[src/hdl/dmr_pkg.sv]
// Shared types and constants for the single-button LED dimmer.
`timescale 1ns / 1ps

package dmr_pkg;

   localparam int TIMER_W = 16;
   localparam int LEVEL_W = 7;
   localparam int THRESH_W = 8;
   localparam int CSR_INDEX_W = 2;

   // CSR register indexes
   localparam logic [CSR_INDEX_W-1:0] CSR_LONG_PRESS_TICKS = 2'd0;
   localparam logic [CSR_INDEX_W-1:0] CSR_RAMP_STEP_TICKS  = 2'd1;

   localparam logic [TIMER_W-1:0] LONG_PRESS_RESET = 16'd300;
   localparam logic [TIMER_W-1:0] RAMP_STEP_RESET  = 16'd100;

   localparam logic [LEVEL_W-1:0] LEVEL_MIN = 7'd1;

   typedef enum logic [1:0] {
      RAMP_IDLE = 2'd0,
      RAMP_UP   = 2'd1,
      RAMP_DOWN = 2'd2
   } ramp_dir_type;

   typedef struct packed {
      logic                light_on;
      logic [LEVEL_W-1:0]  level;
      ramp_dir_type        ramp_dir;
   } dim_status_type;

   typedef struct packed {
      logic [TIMER_W-1:0] long_press_ticks;
      logic [TIMER_W-1:0] ramp_step_ticks;
   } dim_cfg_type;

   // zero in a timer register acts as one
   function automatic logic [TIMER_W-1:0] at_least_one(input logic [TIMER_W-1:0] v);
      at_least_one = (v == '0) ? {{(TIMER_W-1){1'b0}}, 1'b1} : v;
   endfunction

endpackage

[src/hdl/dmr_ctrl.sv]
// Dimmer state registers and the per-tick button, press timer and ramp update.
`timescale 1ns / 1ps

module dmr_ctrl #(
   parameter int LEVEL_MAX = 100
) (
   input  logic                  clock,
   input  logic                  reset,
   input  logic                  tick_en,
   input  logic                  button_pin,
   input  dmr_pkg::dim_cfg_type  cfg,
   output dmr_pkg::dim_status_type status_next
);
   import dmr_pkg::*;

   localparam logic [LEVEL_W-1:0] LevelTop = LEVEL_W'(LEVEL_MAX);

   logic               lamp_on_ff, lamp_on_in;
   logic [LEVEL_W-1:0] level_ff, level_in;
   logic               held_ff, held_in;
   logic               pending_ff, pending_in;
   logic [TIMER_W-1:0] press_count_ff, press_count_in;
   ramp_dir_type       dir_ff, dir_in;
   logic [TIMER_W-1:0] ramp_count_ff, ramp_count_in;

   always_comb begin
      logic armed;
      logic expired;
      logic do_step;
      armed    = 1'b0;
      expired  = 1'b0;
      do_step  = 1'b0;
      lamp_on_in     = lamp_on_ff;
      level_in       = level_ff;
      held_in        = held_ff;
      pending_in     = pending_ff;
      press_count_in = press_count_ff;
      dir_in         = dir_ff;
      ramp_count_in  = ramp_count_ff;

      // button edges
      if (!button_pin) begin
         if (!held_ff) begin
            held_in        = 1'b1;
            pending_in     = 1'b1;
            press_count_in = at_least_one(cfg.long_press_ticks);
            armed          = 1'b1;
         end
      end else begin
         if (held_ff) begin
            if (!pending_ff) begin
               dir_in = RAMP_IDLE;
            end else begin
               pending_in = 1'b0;
               lamp_on_in = !lamp_on_ff;
            end
         end
         held_in = 1'b0;
      end

      // press timer
      if (pending_in && !armed) begin
         press_count_in = press_count_in - 1'b1;
         if (press_count_in == '0) begin
            pending_in = 1'b0;
            dir_in     = lamp_on_in ? RAMP_DOWN : RAMP_UP;
            expired    = 1'b1;
            do_step    = 1'b1;
         end
      end

      // ramp timer, skipped in a tick where the press timer expired
      if (dir_in != RAMP_IDLE && !expired) begin
         ramp_count_in = ramp_count_in - 1'b1;
         if (ramp_count_in == '0) begin
            do_step = 1'b1;
         end
      end

      // at most one ramp step per tick
      if (do_step) begin
         case (dir_in)
            RAMP_UP: begin
               lamp_on_in = 1'b1;
               if (level_in < LevelTop) begin
                  level_in = level_in + 1'b1;
               end else begin
                  level_in = LevelTop;
               end
               if (level_in >= LevelTop) begin
                  dir_in = RAMP_IDLE;
               end
            end
            RAMP_DOWN: begin
               level_in = (level_in > LEVEL_MIN) ? level_in - 1'b1 : LEVEL_MIN;
               if (level_in == LEVEL_MIN) begin
                  lamp_on_in = 1'b0;
                  dir_in     = RAMP_IDLE;
               end
            end
            default: begin
               dir_in = RAMP_IDLE;
            end
         endcase
         if (dir_in != RAMP_IDLE) begin
            ramp_count_in = at_least_one(cfg.ramp_step_ticks);
         end
      end
   end

   always_ff @(posedge clock) begin
      if (reset) begin
         lamp_on_ff     <= 1'b0;
         level_ff       <= LEVEL_MIN;
         held_ff        <= 1'b0;
         pending_ff     <= 1'b0;
         press_count_ff <= '0;
         dir_ff         <= RAMP_IDLE;
         ramp_count_ff  <= '0;
      end else if (tick_en) begin
         lamp_on_ff     <= lamp_on_in;
         level_ff       <= level_in;
         held_ff        <= held_in;
         pending_ff     <= pending_in;
         press_count_ff <= press_count_in;
         dir_ff         <= dir_in;
         ramp_count_ff  <= ramp_count_in;
      end
   end

   assign status_next.light_on = lamp_on_in;
   assign status_next.level    = level_in;
   assign status_next.ramp_dir = dir_in;

endmodule

[src/hdl/dmr_scale.sv]
// Level to PWM duty threshold lookup, level*255/LEVEL_MAX.
`timescale 1ns / 1ps

module dmr_scale #(
   parameter int LEVEL_MAX = 100
) (
   input  logic [dmr_pkg::LEVEL_W-1:0]  level,
   output logic [dmr_pkg::THRESH_W-1:0] threshold
);
   import dmr_pkg::*;

   localparam int TableDepth = 2 ** LEVEL_W;
   localparam int FullScale  = 2 ** THRESH_W - 1;

   logic [THRESH_W-1:0] scale_lut [TableDepth];

   // entries above LEVEL_MAX are never addressed
   for (genvar g = 0; g < TableDepth; g++) begin : g_lut
      assign scale_lut[g] = THRESH_W'((g * FullScale) / LEVEL_MAX);
   end

   assign threshold = scale_lut[level];

endmodule

[src/hdl/single_button_led_dimmer_unit.sv]
// Top level of the single-button toggle and ramp LED dimmer.
//
//  channel | direction | handshake         | payload
//  --------+-----------+-------------------+-------------------------------------------
//  req     | in        | req_valid/stall   | req_button_pin (active low)
//  rsp     | out       | rsp_valid/stall   | light_on, pwm_threshold, level, ramp_state
//  csr     | in        | csr_valid/ready   | csr_index, csr_wdata
//
// One tick per cycle sustained while rsp_stall stays low; a transaction's result reaches
// the rsp ports through the input register, then the result register.
// The dimmer state advances as a tick moves from the input register to the
// result register; a stalled result holds the tick in the input register.
// Synchronous active-high reset: light off, level 1, ramp idle, timers 300/100.
// The csr port is always ready.
`timescale 1ns / 1ps

module single_button_led_dimmer_unit #(
   parameter int LEVEL_MAX = 100
) (
   input  logic                               clock,
   input  logic                               reset,

   input  logic                               req_valid,
   output logic                               req_stall,
   input  logic                               req_button_pin,

   output logic                               rsp_valid,
   input  logic                               rsp_stall,
   output logic                               rsp_light_on,
   output logic [dmr_pkg::THRESH_W-1:0]       rsp_pwm_threshold,
   output logic [dmr_pkg::LEVEL_W-1:0]        rsp_brightness_level,
   output logic [1:0]                         rsp_ramp_state,

   input  logic                               csr_valid,
   output logic                               csr_ready,
   input  logic [dmr_pkg::CSR_INDEX_W-1:0]    csr_index,
   input  logic [dmr_pkg::TIMER_W-1:0]        csr_wdata
);
   import dmr_pkg::*;

   dim_cfg_type         cfg_ff;
   logic                in_valid_ff;
   logic                in_pin_ff;
   logic                rsp_valid_ff;
   logic                light_on_ff;
   logic [THRESH_W-1:0] threshold_ff;
   logic [LEVEL_W-1:0]  level_ff;
   ramp_dir_type        ramp_dir_ff;

   logic                advance;
   logic                req_take;
   dim_status_type      status_next;
   logic [THRESH_W-1:0] threshold_next;

   assign advance   = in_valid_ff && (!rsp_valid_ff || !rsp_stall);
   assign req_stall = in_valid_ff && !advance;
   assign req_take  = req_valid && !req_stall;
   assign csr_ready = 1'b1;

   always_ff @(posedge clock) begin
      if (reset) begin
         cfg_ff.long_press_ticks <= LONG_PRESS_RESET;
         cfg_ff.ramp_step_ticks  <= RAMP_STEP_RESET;
      end else if (csr_valid && csr_ready) begin
         case (csr_index)
            CSR_LONG_PRESS_TICKS: cfg_ff.long_press_ticks <= csr_wdata;
            CSR_RAMP_STEP_TICKS:  cfg_ff.ramp_step_ticks  <= csr_wdata;
            default: ;
         endcase
      end
   end

   always_ff @(posedge clock) begin
      if (reset) begin
         in_valid_ff  <= 1'b0;
         rsp_valid_ff <= 1'b0;
      end else begin
         if (req_take) begin
            in_valid_ff <= 1'b1;
         end else if (advance) begin
            in_valid_ff <= 1'b0;
         end
         if (advance) begin
            rsp_valid_ff <= 1'b1;
         end else if (!rsp_stall) begin
            rsp_valid_ff <= 1'b0;
         end
      end
   end

   always_ff @(posedge clock) begin
      if (req_take) begin
         in_pin_ff <= req_button_pin;
      end
      if (advance) begin
         light_on_ff  <= status_next.light_on;
         threshold_ff <= threshold_next;
         level_ff     <= status_next.level;
         ramp_dir_ff  <= status_next.ramp_dir;
      end
   end

   dmr_ctrl #(
      .LEVEL_MAX (LEVEL_MAX)
   ) u_ctrl (
      .clock       (clock),
      .reset       (reset),
      .tick_en     (advance),
      .button_pin  (in_pin_ff),
      .cfg         (cfg_ff),
      .status_next (status_next)
   );

   dmr_scale #(
      .LEVEL_MAX (LEVEL_MAX)
   ) u_scale (
      .level     (status_next.level),
      .threshold (threshold_next)
   );

   assign rsp_valid            = rsp_valid_ff;
   assign rsp_light_on         = light_on_ff;
   assign rsp_pwm_threshold    = threshold_ff;
   assign rsp_brightness_level = level_ff;
   assign rsp_ramp_state       = ramp_dir_ff;

endmodule

[config.mk]
export PLATFORM = sky130hd
export DESIGN_NAME = single_button_led_dimmer_unit
export DESIGN_NICKNAME = d
export VERILOG_FILES = /design/src/hdl/dmr_pkg.sv /design/src/hdl/dmr_ctrl.sv /design/src/hdl/dmr_scale.sv /design/src/hdl/single_button_led_dimmer_unit.sv
export SDC_FILE = /design/constraint.sdc
export NUM_CORES = 1
export LEC_CHECK = 0
export BUFFER_PORTS_ARGS = -buffer_cell sky130_fd_sc_hd__buf_2
export CORE_MARGIN = 10
export CORE_UTILIZATION = 44
export CTS_CLUSTER_DIAMETER = 120
export DETAILED_ROUTE_END_ITERATION = 7
export PLACE_DENSITY = 0.65
export SKIP_LAST_GASP = 1
export SLEW_MARGIN = 0
export SYNTH_ARGS = -nofsm -noshare
export SYNTH_HDL_FRONTEND = slang
export SYNTH_SLANG_ARGS = --single-unit
[constraint.sdc]
create_clock -name clock -period 20.2 [get_ports clock]
set_clock_uncertainty 0.05 [all_clocks]
set_input_delay 2.02 -clock clock [delete_from_list [all_inputs] [get_ports clock]]
set_output_delay 2.02 -clock clock [all_outputs]
set_load 0.01 [all_outputs]
==> results of run 1 <==
-- metal layers --
layer	routed length [µm]	vias to the layer above	global-route usage
li1	-	3647	-
met1	10150	3457	0.2627
met2	9335	265	0.2828
met3	1418	31	0.03170
met4	382	0	0.06133
met5	0	-	0
-- flip-flops by register name, summed over array words and instances, names as in the netlist --
| name | flops |
|---|---|
| in_pin_ff | 1 |
| rsp_light_on | 1 |
| u_ctrl.held_ff | 1 |
| rsp_pwm_threshold | 8 |
| u_ctrl.press_count_ff | 16 |
| u_ctrl.lamp_on_ff | 1 |
| u_ctrl.ramp_count_ff | 16 |
| in_valid_ff | 1 |
| u_ctrl.pending_ff | 1 |
| u_ctrl.dir_ff | 2 |
| rsp_ramp_state | 2 |
| u_ctrl.level_ff | 7 |
| cfg_ff | 32 |
| rsp_brightness_level | 7 |
| rsp_valid | 1 |
-- worst max-delay path: cells and delay by family (launching register included) --
| kind | cells | cell delay [ns] |
|---|---|---|
| compound gates | 12 | 3.31 |
| xor+xnor | 1 | 0.18 |
| fa+ha+maj | 3 | 1.42 |
| buf+inv | 3 | 0.66 |
| flops | 1 | 0.56 |
| mux | 1 | 0.24 |
| simple gates | 11 | 2.18 |
-- cell families after synthesis --
family / count (synthesis) / synth area share
mux: 23 / 0.03319
buf+inv: 106 / 0.05960
compound gates: 303 / 0.2757
flops: 97 / 0.2885
fa+ha+maj: 20 / 0.03386
simple gates: 433 / 0.2814
other cells: 1 / 0.0005075
xor+xnor: 23 / 0.02726
-- layout make-up --
type / instances / area share
multi-input cells: 803 / 0.6070
inverters: 29 / 0.01368
repair buffers: 57 / 0.04025
clock inverters: 5 / 0.004716
flip-flops and latches: 97 / 0.2679
clock buffers: 11 / 0.03191
well taps: 220 / 0.03459
-- Yosys cell counts, drive strengths merged (7+ instances only) --
master,count,area (µm²)
nand2,152,570.6
nor2,108,405.4
a21oi,95,475.5
dfxtp,78,1562
o21ai,57,296.5
clkbuf,51,191.4
nor3,38,200.2
inv,27,101.4
buf,26,140.1
nand3,24,120.1
a211oi,23,177.7
ha,20,250.2
edfxtp,19,570.6
mux2i,17,170.2
xnor2,17,148.9
nor4,15,93.84
o211ai,15,112.6
o22ai,15,100.1
nand2b,13,81.33
or3,12,75.07
nand3b,11,82.58
nor2b,10,62.56
a21o,8,60.06
a221oi,8,82.58
nand4,8,50.05
o31ai,8,60.06
a22oi,7,52.55
and2,7,43.80
nand4b,7,61.31
-- stage by stage --
step	utilization	worst slack (ns)	hold WS (ns)	cell area [µm²]	power, µW
6_report	0.4816	11.32	0.4093	7959	492.4
5_1_grt	0.4816	10.52	0.4305	7959	515.9
4_1_cts	0.4816	11.49	0.4091	7959	495.9
3_5_place_dp	0.4640	11.51	0.3994	7667	322.8
3_3_place_gp	0.4640	11.77	0.3976	7667	322.6
2_1_floorplan	-	12.77	0.3815	7390	297.5
-- worst max path at each step --
stage	slack, ns	end	depth (start not counted)	startpoint
finish	11.32	rsp_pwm_threshold[2]$_DFFE_PP_	31	in_pin_ff$_DFFE_PP_
CTS	11.49	rsp_pwm_threshold[2]$_DFFE_PP_	31	in_pin_ff$_DFFE_PP_
global placement	11.77	rsp_pwm_threshold[2]$_DFFE_PP_	31	in_pin_ff$_DFFE_PP_
global route	10.52	rsp_pwm_threshold[2]$_DFFE_PP_	31	in_pin_ff$_DFFE_PP_
detailed placement	11.51	rsp_pwm_threshold[2]$_DFFE_PP_	31	in_pin_ff$_DFFE_PP_
floorplan	12.77	rsp_pwm_threshold[2]$_DFFE_PP_	35	in_pin_ff$_DFFE_PP_
-- power groups by stage --
stage / Sequential, µW / Clock, µW / Combinational, µW
after floorplan: 217 / 0 / 81.0
after global placement: 220 / 0 / 103
after detailed placement: 220 / 0 / 103
after CTS: 216 / 177 / 103
after global routing: 217 / 183 / 116
final: 216 / 173 / 104
-- cells in the final DEF (no fill, tap or decap), types with 7 or more instances in the layout --
cell,n
o31ai_1,8
or3_1,12
nor3_1,36
buf_4,14
buf_2,43
nor2_1,108
inv_1,23
o21ai_1,7
o21ai_0,47
mux2i_1,15
nand3_1,24
ha_1,20
nand2_1,152
a22oi_1,7
edfxtp_1,19
dfxtp_1,78
a21o_1,8
nor4_1,15
a211oi_1,22
nand3b_1,11
nand2b_1,13
o22ai_1,14
o211ai_1,15
xnor2_1,17
nand4_1,8
a21oi_1,95
nand4b_1,7
clkbuf_16,10
nor2b_1,10
==> impl_metrics.csv, run 1 <==
group,metric,value,unit
timing,fmax,0.1126,GHz
finish,regArea,2132,µm²
timing,setup_tns,0,ns
logic_synthesis,synth_seq_cells,97,
finish,syn_to_final_growth,7.704,%
power,clockPowerShare,0.350,
floorplan,die_area,22380,µm²
clock_network,root_buffer,"clkbuf_16",
timing,setup_viol,0,
detailed_routing,dr_total_vias,7400,
logic_synthesis,syn_area,7390,µm²
critical_path,worstPathArrival,8.93,ns
floorplan,start_util,0.4472,
detailed_routing,wire_per_inst,17.42,µm
floorplan,die_x,149.6,µm
timing,fin_crit,8.884,ns
power,power_density,61.87,nW/µm²
power,swShare,0.3153,
logic_synthesis,ys.warnings.count,0,
clock_network,cts_tree,"done",
finish,drive_gt1_frac,0.1078,
detailed_routing,ant_nets,0,
detailed_routing,dr.pass1.iters,5,
floorplan,rows,47,
clock_network,postCtsHoldBufs,0,
global_routing,grt_pass1_wl,34.76,mm
hold_path,hp-class,"flip-flop to flip-flop",
detailed_routing,first_iter_violations,853,
clock_network,post_cts.repair.setup_buffers,0,
placement,dp.cells,1206,
power,ir_worst_vdd,0.04838,mV
floorplan,ios,45,
logic_synthesis,avgSynthCellArea,7.346,µm²
logic_synthesis,dominantRegCellSynth,"dfxtp_1",
floorplan,die_h,149.6,µm
detailed_routing,route.detailed.drc,0,
finish,final_cells,1222,
finish,final_nets,1041,
detailed_routing,postRouteWirelength,21.28,mm
timing,max_slew_margin,0.2936,
detailed_routing,vias_per_cell,6.056,
power,p_leak,0.002841,µW
run,drv_cap,0,
logic_synthesis,netlist_instances,1006,
clock_network,clk_latency,0.36,ns
global_routing,first_global_vias,6613,
critical_path,required,20.24,ns
status,status,"finished, final reports clean",
logic_synthesis,yosysSeqAreaShare,0.2885,
global_routing,antenna_found_initial,0,
hold_path,holdPathStages,2,
critical_path,crit_fanout,33,
critical_path,cpPeakStageDelay,0.79,ns
placement,portBuffers,43,
critical_path,crit_path_top_delay_cell,"ha_1",
global_routing,grt_max_degree,79,
finish,num-fill-cells,1643,
floorplan,core,16520,µm²
timing,slew_viol_final,0,
critical_path,r2r_cells,31,
critical_path,r2r_end,"rsp_pwm_threshold[2]$_DFFE_PP_",
clock_network,cts_buffers,9,
critical_path,reg2reg_from,"in_pin_ff$_DFFE_PP_",
timing,final_hold_viol_count,0,
clock_network,cts.sinks,97,
global_routing,grt_use_total,0.1869,
finish,n_antenna_cell,0,
hold_path,hp-start,"cfg_ff[0]$_SDFFE_PP0P_",
clock_network,htreeDepth,3,
timing,period_share,0.4398,
clock_network,clk_pin_slew,0.07,ns
logic_synthesis,async_reset_ff_frac,0,
logic_synthesis,synth_edf_count,19,
finish,multi_input_area,4831,µm²
critical_path,start_kind,"flip-flop",
clock_network,ctsResizeCount,0,
logic_synthesis,syn_nets,1050,
power,internal_power,337.2,µW
critical_path,crit_type,"flip-flop to flip-flop",
clock_network,max-clock-path-buffers,2,
timing,rsz0062_at_grt,"false",
timing,tightest_slew,1.060,ns
critical_path,reg2reg_setup_slack,11.32,ns
global_routing,grt-ovfl-total,0,
hold_path,min_to,"cfg_ff[0]$_SDFFE_PP0P_",
critical_path,critical_path.endpoint_type,"flip-flop",
placement,dp.final_hpwl,14.91,mm
power,comb_power_share,0.211,
power,pwr-share-seq,0.439,
logic_synthesis,synthDistinctLibCells,84,
power,p_sw,155.2,µW
placement,gp_congestion,0.9228,
No activity file was read; power rests on OpenSTA's default activity.
==> run 2, diff against run 1 <==
==> constraint.sdc (replaced) <==
create_clock -name clock -period 8.5 [get_ports clock]
set_clock_uncertainty 0.05 [all_clocks]
set_input_delay 0.85 -clock clock [delete_from_list [all_inputs] [get_ports clock]]
set_output_delay 0.85 -clock clock [all_outputs]
set_load 0.01 [all_outputs]
==> impl_metrics.csv, run 2 (synthesis gave the netlist of run 1 again) <==
group,metric,value,unit
floorplan,die_area,22380,µm²
floorplan,rows,47,
finish,final_area,7965,µm²
finish,layout_commonest_cell,"nand2_1",
timing,tightest_slew,1.127,ns
timing,fin_crit,7.681,ns
clock_network,cts_tree,"done",
detailed_routing,wire_per_inst,17.73,µm
detailed_routing,dr_total_vias,7456,
detailed_routing,dr.pass1.iters,6,
critical_path,crit_path_top_delay_cell,"or3_1",
global_routing,first_global_vias,6764,
power,power_density,147.0,nW/µm²
timing,final_hold_viol_count,0,
floorplan,ios,45,
critical_path,critical_path.endpoint_type,"flip-flop",
finish,n_antenna_cell,0,
global_routing,grt_use_total,0.1904,
placement,dp.final_hpwl,15.04,mm
finish,num-fill-cells,1628,
detailed_routing,route.detailed.drc,0,
global_routing,antenna_found_initial,0,
placement,place_ws,0.4694,ns
timing,period_share,0.9037,
floorplan,start_util,0.4472,
global_routing,grt-ovfl-total,0,
finish,syn_to_final_growth,7.789,%
finish,drive_gt1_frac,0.1108,
finish,final_cell_mix,"nand2_1, nor2_1, a21oi_1",
clock_network,cts_buffers,9,
timing,fmax,0.1302,GHz
clock_network,postCtsHoldBufs,0,
power,p_leak,0.002836,µW
timing,setup_viol,0,
placement,placedInstanceArea,7667,µm²
floorplan,die_h,149.6,µm
power,ir_worst_vdd,0.1016,mV
clock_network,clk_latency,0.35,ns
detailed_routing,first_iter_violations,826,
detailed_routing,ant_nets,0,
finish,largest_register_ffs,32,
clock_network,cts.sinks,97,
critical_path,crit_fanout,19,
timing,rsz0062_at_grt,"false",
finish,reg.largest.list,"cfg_ff x32, u_ctrl.press_count_ff x16, u_ctrl.ramp_count_ff x16",
timing,max_slew_margin,0.2489,
clock_network,max-clock-path-buffers,2,
timing,slew_viol_final,0,
clock_network,htreeDepth,3,
detailed_routing,postRouteWirelength,21.66,mm
detailed_routing,vias_per_cell,6.101,
timing,setup_tns,0,ns
clock_network,clk_pin_slew,0.07,ns
global_routing,grt_max_degree,79,
placement,gp_congestion,0.9226,
placement,portBuffers,43,
critical_path,cpPeakStageDelay,0.44,ns
status,status,"finished, final reports clean",
floorplan,core,16520,µm²
critical_path,crit_path_frequent_cell,"o31ai_1",
critical_path,start_kind,"flip-flop",
critical_path,worstPathArrival,7.72,ns
critical_path,required,8.54,ns
finish,top_register,"cfg_ff",
timing,fin_ws,0.8188,ns
global_routing,grt_pass1_wl,35.27,mm
run,drv_cap,0,
floorplan,die_x,149.6,µm
hold_path,hp-class,"flip-flop to flip-flop",
clock_network,post_cts.repair.setup_buffers,0,
critical_path,crit_type,"flip-flop to flip-flop",
finish,final_nets,1041,
clock_network,root_buffer,"clkbuf_16",
[run 2: timing repair]
| action | 4_1_cts | 5_1_grt |
|---|---|---|
| endpoints found under the setup margin | 0 | 4 |
| hold endpoints to repair | 0 | 0 |
| resized for setup | 0 | 3 |
[run 2: worst paths after layout]
path / start / end / slack (ns) / cells after the start
max: cfg_ff[21]$_SDFFE_PP1P_ / rsp_pwm_threshold[2]$_DFFE_PP_ / 0.82 / 32
min: u_ctrl.press_count_ff[11]$_SDFFE_PP0P_ / u_ctrl.press_count_ff[11]$_SDFFE_PP0P_ / 0.41 / 2
max reg2reg: cfg_ff[21]$_SDFFE_PP1P_ / rsp_pwm_threshold[2]$_DFFE_PP_ / 0.82 / 32
min reg2reg: u_ctrl.press_count_ff[11]$_SDFFE_PP0P_ / u_ctrl.press_count_ff[11]$_SDFFE_PP0P_ / 0.41 / 2
[run 2: through the flow]
step / power, µW / util / instances / hold WS [ns]
after floorplan: 707.1 / - / 1006 / 0.3815
after global placement: 767.3 / 0.4640 / 1206 / 0.3938
after detailed placement: 768.3 / 0.4640 / 1206 / 0.4011
after CTS: 1174 / 0.4815 / 1222 / 0.4109
after global routing: 1229 / 0.4820 / 1222 / 0.4288
final: 1171 / 0.4820 / 1222 / 0.4080
[run 2: routing by layer]
| metal | share of wire | GRT usage | up-vias |
|---|---|---|---|
| met1 | 0.46 | 0.2565 | 3477 |
| met3 | 0.072 | 0.03412 | 40 |
| met2 | 0.45 | 0.2972 | 295 |
| met4 | 0.023 | 0.06919 | 0 |
| li1 | - | - | 3644 |
| met5 | 0 | 0 | - |
[run 2: layout make-up]
type | instances | area (µm²) | share of cell area
multi-input combinational | 803 | 4840 | 0.6076
sequential | 97 | 2132 | 0.2677
timing repair buffer | 57 | 320.3 | 0.04021
tap | 220 | 275.3 | 0.03456
clock buffer | 11 | 252.7 | 0.03173
inverter | 29 | 108.9 | 0.01367
clock inverter | 5 | 36.28 | 0.004555
[run 2: worst max-delay path, delay by kind of cell (launching register included)]
| family | cells | cell delay [ns] |
|---|---|---|
| compound gates | 12 | 2.40 |
| xor+xnor | 1 | 0.19 |
| fa+ha+maj | 3 | 1.05 |
| buf+inv | 4 | 0.73 |
| flops | 1 | 0.35 |
| mux | 1 | 0.24 |
| simple gates | 11 | 2.40 |
[run 2: where the power goes]
| part | total [µW] | switching [µW] | internal (µW) |
|---|---|---|---|
| Clock | 409 | 192 | 216 |
| Sequential | 513 | 24.3 | 489 |
| Combinational | 249 | 155 | 94.3 |
| Total | 1170 | 372 | 800 |
==> run 3, diff against run 2 <==
--- a/config.mk
+++ b/config.mk
@@ -6,6 +6,7 @@
 export NUM_CORES = 1
 export LEC_CHECK = 0
 export BUFFER_PORTS_ARGS = -buffer_cell sky130_fd_sc_hd__buf_2
+export CORE_ASPECT_RATIO = 0.9
 export CORE_MARGIN = 10
 export CORE_UTILIZATION = 44
 export CTS_CLUSTER_DIAMETER = 120
==> impl_metrics.csv, run 3 (synthesis gave the netlist of run 1 again) <==
group,metric,value,unit
status,status,"finished, final reports clean",
hold_path,holdPathStages,2,
finish,largest_register_ffs,32,
timing,fmax,0.1283,GHz
floorplan,start_util,0.4535,
finish,multi_input_area,4840,µm²
finish,final_area,7998,µm²
floorplan,die_x,156.6,µm
critical_path,r2r_end,"rsp_pwm_threshold[2]$_DFFE_PP_",
hold_path,min_to,"u_ctrl.press_count_ff[11]$_SDFFE_PP0P_",
critical_path,worstPathArrival,7.85,ns
power,ir_worst_vdd,0.1099,mV
critical_path,cpPeakStageDelay,0.58,ns
clock_network,cts_buffers,9,
timing,tightest_slew,1.198,ns
finish,drive_gt1_frac,0.1118,
critical_path,start_kind,"flip-flop",
timing,holdWs,0.4123,ns
floorplan,ios,45,
critical_path,reg2reg_from,"in_pin_ff$_DFFE_PP_",
floorplan,die_area,22390,µm²
critical_path,reg2reg_setup_slack,0.71,ns
clock_network,max-clock-path-buffers,2,
power,p_leak,0.002856,µW
timing,rsz0062_at_grt,"false",
clock_network,cts_tree,"done",
finish,top_register,"cfg_ff",
timing,final_hold_viol_count,0,
finish,syn_to_final_growth,8.229,%
detailed_routing,first_iter_violations,888,
critical_path,crit_type,"flip-flop to flip-flop",
critical_path,path_buf_inv,3,
global_routing,grt_pass1_wl,35.82,mm
detailed_routing,dr.pass1.iters,7,
placement,dp.final_hpwl,15.24,mm
detailed_routing,wl_met3,1.759,mm
run,drv_cap,0,
critical_path,critical_path.endpoint_type,"flip-flop",
critical_path,required,8.56,ns
detailed_routing,postRouteWirelength,22.00,mm
finish,regArea,2132,µm²
power,power_density,152.9,nW/µm²
finish,reg.largest.list,"cfg_ff x32, u_ctrl.press_count_ff x16, u_ctrl.ramp_count_ff x16",
detailed_routing,met1_length,10.83,mm
placement,placedInstanceArea,7651,µm²
critical_path,crit_fanout,19,
detailed_routing,ant_nets,0,
floorplan,die_h,142.9,µm
finish,n_antenna_cell,0,
timing,max_slew_margin,0.2016,
global_routing,grt_use_total,0.1952,
detailed_routing,vias_per_cell,6.045,
critical_path,crit_path_frequent_cell,"o31ai_1",
timing,fin_crit,7.792,ns
global_routing,grt_max_degree,79,
timing,setup_viol,0,
finish,final_nets,1041,
clock_network,clk_latency,0.36,ns
detailed_routing,dr_wl_met2,9.161,mm
global_routing,grt-ovfl-total,0,
timing,slew_viol_final,0,
clock_network,clk_pin_slew,0.08,ns
clock_network,htreeDepth,3,
finish,num-fill-cells,1632,
detailed_routing,wire_per_inst,18.20,µm
clock_network,cts.sinks,97,
global_routing,antenna_found_initial,0,
timing,period_share,0.9167,
placement,portBuffers,43,
hold_path,hp-class,"flip-flop to flip-flop",
floorplan,core,16300,µm²
power,total_power,1223,µW
critical_path,r2r_cells,31,
hold_path,hp-start,"u_ctrl.press_count_ff[11]$_SDFFE_PP0P_",
critical_path,path_delay_family,"simple AND/OR/NAND/NOR gates",
finish,layout_commonest_cell,"nand2_1",
detailed_routing,dr_total_vias,7309,
floorplan,rows,44,
detailed_routing,top_layer,"met4",
clock_network,root_buffer,"clkbuf_16",
finish,final_cell_mix,"nand2_1, nor2_1, a21oi_1",
placement,gp_congestion,0.9279,
timing,setup_tns,0,ns
detailed_routing,route.detailed.drc,0,
critical_path,crit_path_top_delay_cell,"ha_2",
global_routing,first_global_vias,6477,
clock_network,postCtsHoldBufs,0,
## run 3: routing by layer
metal,GRT usage,up-vias
met5,0,-
met4,0.04367,0
met3,0.03544,21
met2,0.2772,303
met1,0.2954,3343
li1,-,3642
## run 3: report_power, final
part,switching [µW],total [µW],internal [µW]
Clock,215,456,242
Sequential,25.0,514,489
Combinational,158,253,94.5
## run 3: worst max path at each step
stage / slack (ns) / endpoint / cells after the start / from
floorplan: 1.07 / rsp_pwm_threshold[2]$_DFFE_PP_ / 35 / in_pin_ff$_DFFE_PP_
global route: 0.01 / rsp_pwm_threshold[2]$_DFFE_PP_ / 31 / in_pin_ff$_DFFE_PP_
detailed placement: 0.29 / rsp_pwm_threshold[2]$_DFFE_PP_ / 31 / in_pin_ff$_DFFE_PP_
CTS: 0.24 / rsp_pwm_threshold[2]$_DFFE_PP_ / 31 / in_pin_ff$_DFFE_PP_
global placement: 0.57 / rsp_pwm_threshold[2]$_DFFE_PP_ / 31 / in_pin_ff$_DFFE_PP_
finish: 0.71 / rsp_pwm_threshold[2]$_DFFE_PP_ / 31 / in_pin_ff$_DFFE_PP_
## run 3: cell type report
class / count / share of cell area
clock buffer: 9 / 0.02816
clock inverter: 7 / 0.01408
inverter: 29 / 0.01361
multi-input combinational: 803 / 0.6051
sequential: 97 / 0.2666
tap: 207 / 0.03238
timing repair buffer: 57 / 0.04005
## run 3: through the flow
step / util / setup WS, ns / instances
floorplan: - / 1.075 / 1006
global placement: 0.4695 / 0.5686 / 1193
detailed placement: 0.4695 / 0.2876 / 1193
CTS: 0.4902 / 0.2432 / 1209
global route: 0.4908 / 0.01298 / 1209
finish: 0.4908 / 0.7077 / 1209
## run 3: repair_timing
item                       CTS  global route
resized for setup            0             4
buffers inserted             0             0
setup endpoints to repair    0             6
## run 3: worst register-to-register path: cells and delay by family (launching register included)
kind	cells	cell delay, ns
AOI/OAI and AO/OA	12	2.41
muxes	1	0.24
adders and majority gates	3	1.20
buffers and inverters	3	0.46
DFF	1	0.57
and+or+nand+nor	11	2.43
xor gates and xnor gates	1	0.17
